**src/sv/u8sv_pkg.sv**
```systemverilog
package u8sv_pkg;

    localparam int unsigned MAX_TEXT_BYTES = 1048576;
    localparam int unsigned POS_W          = 20;
    localparam int unsigned CP_W           = 21;
    localparam logic [POS_W-1:0] POS_MAX   = POS_W'(MAX_TEXT_BYTES - 1);

    localparam logic [3:0] ERR_NONE      = 4'd0;
    localparam logic [3:0] ERR_LEAD      = 4'd1;
    localparam logic [3:0] ERR_TRUNC     = 4'd2;
    localparam logic [3:0] ERR_CONT      = 4'd3;
    localparam logic [3:0] ERR_OVERLONG  = 4'd4;
    localparam logic [3:0] ERR_SURROGATE = 4'd5;
    localparam logic [3:0] ERR_TOO_LARGE = 4'd6;
    localparam logic [3:0] ERR_NUL       = 4'd7;
    localparam logic [3:0] ERR_CONTROL   = 4'd8;

    typedef struct packed {
        logic [7:0] data_byte;
        logic       end_of_text;
    } in_item_t;

    typedef struct packed {
        logic            char_complete;
        logic [CP_W-1:0] code_point;
        logic            error_now;
        logic [3:0]      fault_code;
        logic [POS_W-1:0] error_offset;
        logic            text_done;
        logic            text_valid;
    } out_item_t;

    typedef struct packed {
        logic [POS_W-1:0] byte_pos;
        logic [POS_W-1:0] lead_pos;
        logic [1:0]       remaining;
        logic [2:0]       seq_len;
        logic [CP_W-1:0]  acc;
        logic             pend_err;
        logic [POS_W-1:0] pend_pos;
        logic [3:0]       err_code;
        logic [POS_W-1:0] err_pos;
    } dec_state_t;

    function automatic logic [3:0] check_code_point(input logic [CP_W-1:0] cp,
                                                    input logic [2:0] len);
        logic [3:0] res;
        res = ERR_NONE;
        if ((len == 3'd2 && cp < CP_W'(24'h80)) ||
            (len == 3'd3 && cp < CP_W'(24'h800)) ||
            (len == 3'd4 && cp < CP_W'(24'h10000))) begin
            res = ERR_OVERLONG;
        end else if (cp >= CP_W'(24'hd800) && cp <= CP_W'(24'hdfff)) begin
            res = ERR_SURROGATE;
        end else if (cp > CP_W'(24'h10ffff)) begin
            res = ERR_TOO_LARGE;
        end else if (cp == '0) begin
            res = ERR_NUL;
        end else if ((cp < CP_W'(24'h20) && cp != CP_W'(24'h09) && cp != CP_W'(24'h0a) &&
                      cp != CP_W'(24'h0d)) ||
                     (cp >= CP_W'(24'h7f) && cp <= CP_W'(24'h9f))) begin
            res = ERR_CONTROL;
        end
        return res;
    endfunction

endpackage

```
**src/sv/u8sv_step.sv**
```systemverilog
module u8sv_step
    import u8sv_pkg::*;
(
    input  dec_state_t cur,
    input  in_item_t   item,
    output dec_state_t nxt,
    output out_item_t  res
);

    logic [7:0]       b;
    logic [2:0]       len;
    logic [CP_W-1:0]  lead_acc;
    logic [1:0]       rem_dec;
    logic [3:0]       code;
    logic [3:0]       chk;
    logic [POS_W-1:0] at;

    assign b = item.data_byte;

    always_comb begin
        nxt      = cur;
        res      = '0;
        len      = 3'd0;
        lead_acc = '0;
        rem_dec  = 2'd0;
        code     = ERR_NONE;
        chk      = ERR_NONE;
        at       = '0;

        if (cur.err_code == ERR_NONE) begin
            if (cur.remaining == 2'd0) begin
                priority if (b <= 8'h7f) begin
                    len      = 3'd1;
                    lead_acc = CP_W'(b);
                end else if (b >= 8'hc2 && b <= 8'hdf) begin
                    len      = 3'd2;
                    lead_acc = CP_W'(b[4:0]);
                end else if (b >= 8'he0 && b <= 8'hef) begin
                    len      = 3'd3;
                    lead_acc = CP_W'(b[3:0]);
                end else if (b >= 8'hf0 && b <= 8'hf4) begin
                    len      = 3'd4;
                    lead_acc = CP_W'(b[2:0]);
                end else begin
                    len      = 3'd0;
                end

                if (len == 3'd0) begin
                    code = ERR_LEAD;
                    at   = cur.byte_pos;
                end else if (len == 3'd1) begin
                    chk  = check_code_point(lead_acc, len);
                    code = chk;
                    at   = cur.byte_pos;
                    if (chk == ERR_NONE) begin
                        res.char_complete = 1'b1;
                        res.code_point    = lead_acc;
                    end
                end else if (item.end_of_text) begin
                    code = ERR_TRUNC;
                    at   = cur.byte_pos;
                end else begin
                    nxt.lead_pos  = cur.byte_pos;
                    nxt.seq_len   = len;
                    nxt.remaining = len[1:0] - 2'd1;
                    nxt.acc       = lead_acc;
                    nxt.pend_err  = 1'b0;
                    nxt.pend_pos  = '0;
                end
            end else begin
                if (!cur.pend_err) begin
                    if (b[7:6] != 2'b10) begin
                        nxt.pend_err = 1'b1;
                        nxt.pend_pos = cur.byte_pos;
                    end else begin
                        nxt.acc = {cur.acc[CP_W-7:0], b[5:0]};
                    end
                end
                rem_dec       = cur.remaining - 2'd1;
                nxt.remaining = rem_dec;
                if (rem_dec == 2'd0) begin
                    if (nxt.pend_err) begin
                        code = ERR_CONT;
                        at   = nxt.pend_pos;
                    end else begin
                        chk  = check_code_point(nxt.acc, cur.seq_len);
                        code = chk;
                        at   = cur.lead_pos;
                        if (chk == ERR_NONE) begin
                            res.char_complete = 1'b1;
                            res.code_point    = nxt.acc;
                        end
                    end
                    nxt.seq_len  = 3'd0;
                    nxt.pend_err = 1'b0;
                end else if (item.end_of_text) begin
                    code = ERR_TRUNC;
                    at   = cur.lead_pos;
                end
            end

            if (code != ERR_NONE) begin
                nxt.err_code  = code;
                nxt.err_pos   = at;
                res.error_now = 1'b1;
            end
        end

        if (cur.byte_pos < POS_MAX) begin
            nxt.byte_pos = cur.byte_pos + POS_W'(1);
        end

        res.fault_code   = nxt.err_code;
        res.error_offset = nxt.err_pos;
        res.text_done    = item.end_of_text;
        res.text_valid   = item.end_of_text && (nxt.err_code == ERR_NONE);

        if (item.end_of_text) begin
            nxt = '0;
        end
    end

endmodule

```
**src/sv/utf8_stream_validator_core.sv**
```systemverilog
// UTF-8 stream validator: one text byte per item, one result per item. Each byte
// passes an input register, then combinational decode logic into the result
// register, so a byte can be taken every cycle unless the result side stalls.
// The first error and its byte offset are held until the byte flagged end_of_text,
// whose result carries the verdict; all decode state is cleared after that byte.
module utf8_stream_validator_core
    import u8sv_pkg::*;
(
    input  logic      aclk,
    input  logic      aresetn,
    input  logic      s_valid,
    output logic      s_ready,
    input  in_item_t  s_data,
    output logic      m_valid,
    input  logic      m_ready,
    output out_item_t m_data
);

    logic       in_valid_reg;
    in_item_t   in_reg;
    logic       out_valid_reg;
    out_item_t  out_reg;
    dec_state_t state_reg;
    dec_state_t state_next;
    out_item_t  res_next;
    logic       advance;

    assign advance = in_valid_reg && (!out_valid_reg || m_ready);
    assign s_ready = !in_valid_reg || advance;
    assign m_valid = out_valid_reg;
    assign m_data  = out_reg;

    u8sv_step u_step (
        .cur  (state_reg),
        .item (in_reg),
        .nxt  (state_next),
        .res  (res_next)
    );

    always_ff @(posedge aclk) begin
        if (!aresetn) begin
            in_valid_reg  <= 1'b0;
            out_valid_reg <= 1'b0;
            state_reg     <= '0;
        end else begin
            if (s_ready) begin
                in_valid_reg <= s_valid;
            end
            if (advance) begin
                out_valid_reg <= 1'b1;
                state_reg     <= state_next;
            end else if (m_ready) begin
                out_valid_reg <= 1'b0;
            end
        end
    end

    always_ff @(posedge aclk) begin
        if (s_ready && s_valid) begin
            in_reg <= s_data;
        end
        if (advance) begin
            out_reg <= res_next;
        end
    end

`ifndef SYNTHESIS
    a_clear_after_end: assert property (@(posedge aclk) disable iff (!aresetn)
        advance && in_reg.end_of_text |=> state_reg == '0)
        else $error("decode state not cleared after end of text");

    a_error_holds: assert property (@(posedge aclk) disable iff (!aresetn)
        advance && !in_reg.end_of_text && state_reg.err_code != ERR_NONE
        |=> state_reg.err_code == $past(state_reg.err_code) &&
            state_reg.err_pos == $past(state_reg.err_pos))
        else $error("latched error changed before end of text");

    a_complete_no_error: assert property (@(posedge aclk) disable iff (!aresetn)
        out_valid_reg |-> !(out_reg.char_complete && out_reg.fault_code != ERR_NONE))
        else $error("character completed while an error is latched");

    a_error_now_code: assert property (@(posedge aclk) disable iff (!aresetn)
        out_valid_reg && out_reg.error_now |-> out_reg.fault_code != ERR_NONE)
        else $error("error reported without an error code");

    a_valid_verdict: assert property (@(posedge aclk) disable iff (!aresetn)
        out_valid_reg && out_reg.text_valid
        |-> out_reg.text_done && out_reg.fault_code == ERR_NONE)
        else $error("text marked valid with an error or before its end");
`endif

endmodule

```
**config.mk**
```make
export PLATFORM = sky130hd
export DESIGN_NAME = utf8_stream_validator_core
export DESIGN_NICKNAME = d
export VERILOG_FILES = /design/src/sv/u8sv_pkg.sv /design/src/sv/u8sv_step.sv /design/src/sv/utf8_stream_validator_core.sv
export SDC_FILE = /design/constraint.sdc
export NUM_CORES = 1
export LEC_CHECK = 0
export BUFFER_PORTS_ARGS = -buffer_cell sky130_fd_sc_hd__buf_4
export CORE_MARGIN = 5
export CORE_UTILIZATION = 45
export CTS_CLUSTER_SIZE = 20
export DETAILED_ROUTE_END_ITERATION = 7
export PLACE_DENSITY = 0.68
export SETUP_SLACK_MARGIN = 0.4
export SLEW_MARGIN = 20
export SYNTH_ARGS = -nofsm -noshare
export SYNTH_HDL_FRONTEND = slang
export SYNTH_SLANG_ARGS = --single-unit
```
**constraint.sdc**
```tcl
create_clock -name aclk -period 10.05 [get_ports aclk]
set_clock_uncertainty 0.2 [all_clocks]
set_input_delay 1.005 -clock aclk [delete_from_list [all_inputs] [get_ports aclk]]
set_output_delay 1.005 -clock aclk [all_outputs]
set_load 0.05 [all_outputs]
```
# --- Word level (Yosys, flattened, before mapping) ---
# Cells that the tools add are included.
totals:
  out_inout_bits: 51
  ff_bits: 171
  word_cells: 188
classes:
  n_eq_ne: 18
  order_cmp: 26
  n_addsub: 3
  n_reduce_logical: 51
  muxes: 70
op_table:
  columns: ["op", "n"]
  rows:
  - ["67-bit 2-to-1 mux", 3]
  - ["20-bit 2-to-1 mux", 9]
  - ["22-bit 2-to-1 mux", 7]
  - ["21-bit 2-to-1 mux", 7]
  - ["42-bit 2-to-1 mux", 3]
  - ["21-bit by 4-bit != test with 1-bit output (second input constant)", 6]
  - ["111-bit 2-to-1 mux", 1]
  - ["4-bit 2-to-1 mux", 24]
  - ["91-bit 2-to-1 mux", 1]
  - ["47-bit 2-to-1 mux", 1]
  - ["21-bit by 16-bit >= comparator with 1-bit output (second input constant)", 2]
  - ["21-bit by 7-bit >= comparator with 1-bit output (second input constant)", 2]
  - ["21-bit greater-than comparator (second input constant)", 2]
  - ["21-bit by 16-bit <= comparator with 1-bit output (second input constant)", 2]
  - ["21-bit by 8-bit <= comparator with 1-bit output (second input constant)", 2]
  - ["21-bit logical NOT", 2]
  - ["21-bit by 12-bit < comparator with 1-bit output (second input constant)", 2]
  - ["21-bit by 17-bit < comparator with 1-bit output (second input constant)", 2]
  - ["21-bit by 6-bit < comparator with 1-bit output (second input constant)", 2]
  - ["21-bit by 8-bit < comparator with 1-bit output (second input constant)", 2]
  - ["8-bit >= comparator (second input constant)", 3]
  - ["8-bit <= comparator (second input constant)", 3]
  - ["24-bit 2-to-1 mux", 1]
  - ["3-bit 2-to-1 mux", 8]
  - ["other kinds (23)", 71]

# --- Logic depth before layout (Yosys ltp) ---
# Gate-level depths: netlist of the first run.
depth:
  depth_word: 31
  mapped_depth: 11
  mapped_depth_nobuf: 9

# --- Modules after synthesis ---
# From an unflattened synthesis of the first run, not the netlist that was laid out.
unflattened:
  cells_unflattened: 1217
  area_unflattened_um2: 10164.7
by_module_without_submodules:
  columns: ["module", "cells_each", "area_each_um2", "n_inst", "seq_area_each_um2"]
  rows:
  - ["utf8_stream_validator_core", 549, 6282.3, 1, 4003.8]
  - ["u8sv_step", 668, 3882.5, 1, 0.0]

# --- Worst setup path after synthesis of the first run ---
# OpenSTA, ideal clock, no wires.
synth_timing:
  path_kind: "input-to-reg"
  start: "in m_ready"
  end: "reg state_reg[0] (netlist name)"
  arrival_ns: 3.579
  required_time_ns: 9.733
  stages: 6
  path_buffers: 2
  slack_ns: 6.154
  path_cell_list: "nor2b_1 nor2b_1 clkbuf_1 o41ai_1 buf_2 a32o_1"
synth_via:
  elab_chain_cells: 2
synth_lines:
  columns: ["item", "line_no", "text"]
  rows:
  - ["from (decl)", "utf8_stream_validator_core.sv:15", "input logic m_ready,"]
  - ["1-bit logical OR", "utf8_stream_validator_core.sv:28", "assign advance = in_valid_reg && (!out_valid_reg || m_ready);"]
  - ["1-bit logical AND", "utf8_stream_validator_core.sv:28", null]
  - ["net advance", "utf8_stream_validator_core.sv:26", "logic advance;"]
  - ["to (signal assigned)", "utf8_stream_validator_core.sv:51", "state_reg <= state_next;"]
  - ["to (decl)", "utf8_stream_validator_core.sv:23", "dec_state_t state_reg;"]
# The timed path passes the listed nets, and every way through them passes these cells.
# A chain may end at the register's enable or synchronous reset.

==> load_flow_metrics.sql, run 1 <==
INSERT INTO impl_metrics (metric_group, metric, value, unit) VALUES
('floorplanning', 'die_h', '145', 'um'),
('worst_setup_path', 'timing.critical_path.slowest_cell_delay', '0.82', 'ns'),
('drt', 'antenna_left', '0', ''),
('timing', 'final-hold-violation-count', '0', ''),
('drt', 'wirelength', '20400', 'um'),
('worst_setup_path', 'critPathArrivalTime', '4.58', 'ns'),
('finish', 'multiInputGateArea', '3930', 'sq um'),
('worst_setup_path', 'worstSetupPathType', 'reg2reg', ''),
('logic_synthesis', 'yosysMostFrequentCell', 'nand2_1', ''),
('logic_synthesis', 'syn-num-nets', '925', ''),
('finish', 'num-nets-final', '940', ''),
('logic_synthesis', 'synth_cells', '911', ''),
('timing', 'rsz0062_at_grt', 'no', ''),
('logic_synthesis', 'mappedNetlistArea', '8260', 'sq um'),
('power_and_ir_drop', 'power_per_cell_area', '163', 'nW/um^2'),
('job', 'drv_cap', '0', ''),
('timing', 'finalMaxSlewViolations', '0', ''),
('cts', 'cts.clk_slew.worst_paths', '0.07', 'ns'),
('drt', 'detail_route.vias_per_cell', '5.86', ''),
('timing', 'max_slew_margin', '33.4', '%'),
('cts', 'cts_tree', 'built', ''),
('cts', 'postCtsHoldBufs', '0', ''),
('cts', 'cts.htree.levels', '4', ''),
('timing', 'finalSetupViolCount', '0', ''),
('logic_synthesis', 'yosys_warnings', '0', ''),
('worst_setup_path', 'cp-start-kind', 'flop', ''),
('logic_synthesis', 'average_cell_area_after_synthesis', '9.06', 'sq um'),
('worst_setup_path', 'cp_slowest_cell', 'nand2_1', ''),
('status', 'result_of_the_run', 'completed', ''),
('drt', 'detailroute.via_count', '6847', ''),
('logic_synthesis', 'synth-seq-cells', '171', ''),
('cts', 'cts-root-buf', 'clkbuf_16', ''),
('timing', 'worst_pin_slew', '0.999', 'ns'),
('logic_synthesis', 'synth_enable_flop_cells', '58', ''),
('worst_setup_path', 'cp.required', '10.03', 'ns'),
('cts', 'clkLatencyLatePin', '0.43', 'ns'),
('place', 'routability_congestion', '0.854', ''),
('drt', 'dr.pass1.iters', '5', ''),
('worst_setup_path', 'register_to_register_setup_slack', '5.44', 'ns'),
('place', 'dpl.hpwl', '13000', 'um'),
('logic_synthesis', 'synth.area.top_cells', 'dfxtp_1, edfxtp_1, nand2_1, a21oi_1, nor2b_1', ''),
('cts', 'cts.sink_count', '171', ''),
('worst_setup_path', 'end_kind', 'flop', ''),
('global_routing', 'globalRoute.totalOverflow', '0', ''),
('global_routing', 'grt_pass1_vias', '6386', ''),
('finish', 'proportion_of_layout_cells_with_a_drive_suffix_above_1', '14.8', '%'),
('timing', 'max_freq', '217', 'MHz'),
('global_routing', 'antenna_found_initial', '0', ''),
('floorplanning', 'initial_core_util', '45.8', '%'),
('finish', 'n_fill_cell', '1698', ''),
('logic_synthesis', 'synthDominantCellAreaShare', '27.4', '%'),
('finish', 'seqCellArea', '4000', 'sq um'),
('worst_setup_path', 'crit_buf_inv', '1', ''),
('cts', 'cts_resized', '0', ''),
('logic_synthesis', 'netlist_top_cells_count', 'nand2_1, dfxtp_1, a21oi_1', ''),
('global_routing', 'grt_pass1_wl', '33300', 'um'),
('floorplanning', 'die-width', '145', 'um'),
('cts', 'cts_inserted_buffers', '17', ''),
('timing', 'timing.final.crit_period', '4.61', 'ns'),
('timing', 'setup_total_negative_slack', '0', 'ns'),
('place', 'port_buffers', '63', ''),
('finish', 'antenna_cells', '0', ''),
('drt', 'detail_route.iter0.violations', '718', ''),
('finish', 'layout-area-overhead-vs-synth', '13.7', '%'),
('floorplanning', 'floorplan.die_area', '21200', 'sq um'),
('logic_synthesis', 'netlist.top_cell.by_area', 'dfxtp_1', ''),
('drt', 'drc_errors', '0', ''),
('drt', 'wire_per_inst', '17.5', 'um'),
('worst_setup_path', 'crit_path_max_fanout', '27', ''),
('cts', 'clock_tree.buffer_depth', '2', ''),
('floorplanning', 'floorplan.io_pins', '64', '');
## worst register-to-register path, stage by stage (launching register included)
cell	delay, ns
edfxtp_1	0.62
or3b_1	0.79
nand2_1	0.82
o311a_1	0.30
nor2_1	0.05
or4_1	0.57
or3_1	0.39
buf_4	0.26
mux2_1	0.37
## layout make-up
cell class              instances  area share [%]
repair buffers                 73            5.84
inverters                      13           0.520
clock inverters                15            1.60
clock buffers                  17            4.53
flip-flops and latches        171            42.6
well taps                     229            3.05
multi-input cells             650            41.8
## cell families (layout without fill, tap and decap cells)
logic type	after synthesis	after routing	share of synthesized area, %
XOR/XNOR	13	13	1.38
adder cells (fa/ha/maj)	1	1	0.151
flip-flops	171	171	48.5
AND/OR/NAND/NOR	371	371	22.4
AO/OA/AOI/OAI	243	243	19.5
buffers and inverters	90	118	4.35
multiplexers	22	22	3.74
## worst paths after layout
| kind | from | to | cells after the start |
|---|---|---|---|
| worst max register to register | in_reg[8] | m_data[2] | 8 |
| worst min-delay path | state_reg[74] | state_reg[74] | 2 |
| worst min register to register | state_reg[74] | state_reg[74] | 2 |
| worst max-delay path | in_reg[8] | m_data[2] | 8 |
## per-layer routing
layer | wire, um | up-vias | share of wire (%) | track usage, %
met4 | 164 | 0 | 0.80 | 4.94
met1 | 9730 | 3250 | 48 | 27.4
li1 | - | 3305 | - | -
met3 | 1550 | 16 | 7.6 | 4.24
met5 | 0 | - | 0 | 0
met2 | 8960 | 276 | 44 | 28.2
## per-stage QoR
stage	worst slack, ns	hold slack [ns]	cell area [sq um]	cells	power [W]
final	5.44	0.264	9390	1168	0.00153
after global routing	5.28	0.285	9390	1168	0.00158
after CTS	5.46	0.267	9390	1168	0.00154
after detailed placement	5.49	0.257	8820	1136	0.000909
after global placement	5.55	0.249	8820	1136	0.000908
after floorplan	6.15	0.224	8260	911	0.000867
## report_power, final
group | leakage (nW) | switching, W | total (W) | internal (W)
sequential | 1.46 | 0.0000122 | 0.000740 | 0.000728
clock | 0.278 | 0.000306 | 0.000636 | 0.000330
combinational | 1.39 | 0.000109 | 0.000154 | 0.0000445
## placed cells by master, fill, tap and decap left out, types with 6 or more instances in the layout
master,count
a21boi_0,24
a21oi_1,79
a22oi_1,37
a32o_1,20
and2_1,27
buf_4,73
clkbuf_16,17
dfxtp_1,113
edfxtp_1,58
inv_1,13
mux2_4,17
nand2_1,137
nand3_1,32
nand4_1,8
nor2_1,42
nor2b_1,54
nor3_1,10
nor4_1,9
o21ai_0,36
or2_2,6
or3_1,16
or4_1,7
xnor2_1,8
No activity file was read; power rests on OpenSTA's default activity.
==> run 2, diff against run 1 <==
==> constraint.sdc (replaced) <==
create_clock -name aclk -period 4.5 [get_ports aclk]
set_clock_uncertainty 0.2 [all_clocks]
set_input_delay 0.45 -clock aclk [delete_from_list [all_inputs] [get_ports aclk]]
set_output_delay 0.45 -clock aclk [all_outputs]
set_load 0.05 [all_outputs]
==> load_flow_metrics.sql, run 2 (synthesized netlist as in run 1, its figures left out) <==
INSERT INTO impl_metrics (metric_group, metric, value, unit) VALUES
('status', 'result_of_the_run', 'completed', ''),
('power_and_ir_drop', 'irDropWorstVdd', '0.000301', 'V'),
('drt', 'wirelength', '21000', 'um'),
('worst_setup_path', 'timing.critical_path.slowest_cell_delay', '0.58', 'ns'),
('global_routing', 'globalRoute.totalOverflow', '0', ''),
('cts', 'clock_tree.buffer_depth', '2', ''),
('worst_hold_path', 'hold-path-cell-count', '1', ''),
('finish', 'layout-area-overhead-vs-synth', '16.3', '%'),
('worst_hold_path', 'worst_hold_startpoint', 's_data[8]', ''),
('worst_setup_path', 'cp_top_delay_family', 'simple AND/OR/NAND/NOR gates', ''),
('finish', 'number_of_flip_flops_in_the_largest_register', '111', ''),
('timing', 'setup_total_negative_slack', '0', 'ns'),
('drt', 'antenna_left', '0', ''),
('timing', 'finalSetupViolCount', '0', ''),
('drt', 'dr.pass1.iters', '5', ''),
('timing', 'finalMaxSlewViolations', '0', ''),
('cts', 'cts.sink_count', '171', ''),
('worst_setup_path', 'cp.required', '4.47', 'ns'),
('place', 'routability_congestion', '0.905', ''),
('timing', 'rsz0062_at_grt', 'no', ''),
('finish', 'fin_util', '53.3', '%'),
('worst_setup_path', 'register_to_register_setup_slack', '0.52', 'ns'),
('drt', 'drc_errors', '0', ''),
('place', 'port_buffers', '63', ''),
('global_routing', 'met1_usage', '28.2', '%'),
('timing', 'max_slew_margin', '37.5', '%'),
('cts', 'cts-root-buf', 'clkbuf_16', ''),
('timing', 'max_freq', '251', 'MHz'),
('global_routing', 'grt_pass1_vias', '6342', ''),
('finish', 'multiInputGateArea', '3940', 'sq um'),
('job', 'drv_cap', '0', ''),
('timing', 'worst_pin_slew', '0.937', 'ns'),
('worst_hold_path', 'hold_path_end', 'in_reg[8]', ''),
('worst_setup_path', 'critPathArrivalTime', '3.96', 'ns'),
('worst_setup_path', 'crit_path_max_fanout', '23', ''),
('cts', 'cts_tree', 'built', ''),
('place', 'post-place-ws', '0.479', 'ns'),
('global_routing', 'use_met3', '3.52', '%'),
('floorplanning', 'placementRows', '49', ''),
('worst_setup_path', 'end_kind', 'flop', ''),
('finish', 'most-common-layout-cells', 'nand2_1, dfxtp_1, buf_4, a21oi_1, edfxtp_1', ''),
('worst_setup_path', 'crit_buf_inv', '1', ''),
('finish', 'n_fill_cell', '1626', ''),
('worst_setup_path', 'startpoint_of_the_most_critical_register_to_register_path', 'in_reg[8]', ''),
('worst_setup_path', 'critical_path.reg2reg.endpoint', 'm_data[2]', ''),
('finish', 'proportion_of_layout_cells_with_a_drive_suffix_above_1', '15.9', '%'),
('timing', 'final-hold-violation-count', '0', ''),
('cts', 'cts.htree.levels', '4', ''),
('worst_setup_path', 'cp-start-kind', 'flop', ''),
('floorplanning', 'placeableCoreArea', '18000', 'sq um'),
('place', 'dpl.hpwl', '13600', 'um'),
('worst_setup_path', 'timing.critical_path.cells', 'or3b_1, or4_1, o31ai_1, o22ai_2, nor4bb_1, or4_1, or3_1, buf_4, mux2_1', ''),
('timing', 'final_min_period_over_clock_period', '88.5', '%'),
('floorplanning', 'die-width', '145', 'um'),
('finish', 'antenna_cells', '0', ''),
('worst_setup_path', 'cp_slowest_cell', 'or4_1', ''),
('global_routing', 'top_usage_layer', 'met2', ''),
('finish', 'final_common_cell', 'nand2_1', ''),
('worst_setup_path', 'reg2regPathDepth', '9', ''),
('cts', 'cts.clk_slew.worst_paths', '0.07', 'ns'),
('cts', 'cts_inserted_buffers', '17', ''),
('floorplanning', 'die_h', '145', 'um'),
('drt', 'detail_route.vias_per_cell', '5.82', ''),
('drt', 'wire_per_inst', '17.7', 'um'),
('floorplanning', 'floorplan.io_pins', '64', ''),
('global_routing', 'antenna_found_initial', '0', ''),
('floorplanning', 'floorplan.die_area', '21200', 'sq um'),
('global_routing', 'maximum_number_of_pins_on_one_net_before_global_route_repair', '60', ''),
('finish', 'seqCellArea', '4000', 'sq um'),
('worst_setup_path', 'worstSetupPathType', 'reg2reg', ''),
('global_routing', 'grt.total_usage', '19.3', '%'),
('worst_hold_path', 'hold_path.class', 'in2reg', ''),
('cts', 'clkLatencyLatePin', '0.43', 'ns'),
('global_routing', 'grt_pass1_wl', '33900', 'um'),
('drt', 'detailroute.via_count', '6927', ''),
('power_and_ir_drop', 'finalPower', '0.00350', 'W'),
('drt', 'detail_route.iter0.violations', '642', ''),
('timing', 'timing.hold.ws', '0.0132', 'ns'),
('power_and_ir_drop', 'power_per_cell_area', '364', 'nW/um^2'),
('floorplanning', 'initial_core_util', '45.8', '%'),
('power_and_ir_drop', 'power.static_leakage', '3.25', 'nW'),
('worst_setup_path', 'timing.critical_path.mode_cell', 'or4_1', ''),
('global_routing', 'globalRouteMet2Util', '28.5', '%'),
('timing', 'timing.final.crit_period', '3.98', 'ns'),
('timing', 'layout_setup_ws', '0.517', 'ns'),
('finish', 'num-nets-final', '962', '');
[run 2: layout make-up]
type,instances,area share [%]
sequential,171,41.7
multi-input combinational,650,41.0
timing repair buffer,95,7.67
clock buffer,19,4.51
tap,229,2.98
clock inverter,13,1.63
inverter,13,0.508
[run 2: stage by stage]
step / cells / area (sq um)
after floorplan: 911 / 8260
after global placement: 1145 / 8880
after detailed placement: 1145 / 8880
after CTS: 1185 / 9550
after global routing: 1190 / 9610
final: 1190 / 9610
[run 2: worst max path at each step]
stage,startpoint,end,cells past startpoint
finish,in_reg[8],m_data[2],9
global route,in_reg[7],m_data[2],11
CTS,in_reg[4],m_data[2],9
floorplan,in_reg[7],m_data[10],11
global placement,in_reg[4],m_data[2],9
detailed placement,in_reg[7],m_data[2],9
[run 2: repair_timing]
action | in CTS | in global routing
hold endpoints to repair | 8 | 0
setup endpoints to repair | 0 | 30
buffers inserted | 0 | 5
gates resized for setup | 0 | 4
hold buffers | 8 | 0
[run 2: where the power goes]
part | total [W] | internal, W | switching [W]
clock | 0.00148 | 0.000835 | 0.000646
combinational | 0.000368 | 0.000112 | 0.000255
sequential | 0.00165 | 0.00163 | 0.0000231
[run 2: worst reg2reg max path, cell delays in order (launching register included)]
cell	delay (ns)
edfxtp_1	0.47
or3b_1	0.44
or4_1	0.52
o31ai_1	0.12
o22ai_2	0.16
nor4bb_1	0.19
or4_1	0.58
or3_1	0.40
buf_4	0.26
mux2_1	0.38
[run 2: layer usage]
| layer | vias up | wire length [um] |
|---|---|---|
| li1 | 3342 | - |
| met1 | 3298 | 10000 |
| met2 | 259 | 9270 |
| met3 | 28 | 1400 |
| met4 | 0 | 340 |
| met5 | - | 0 |
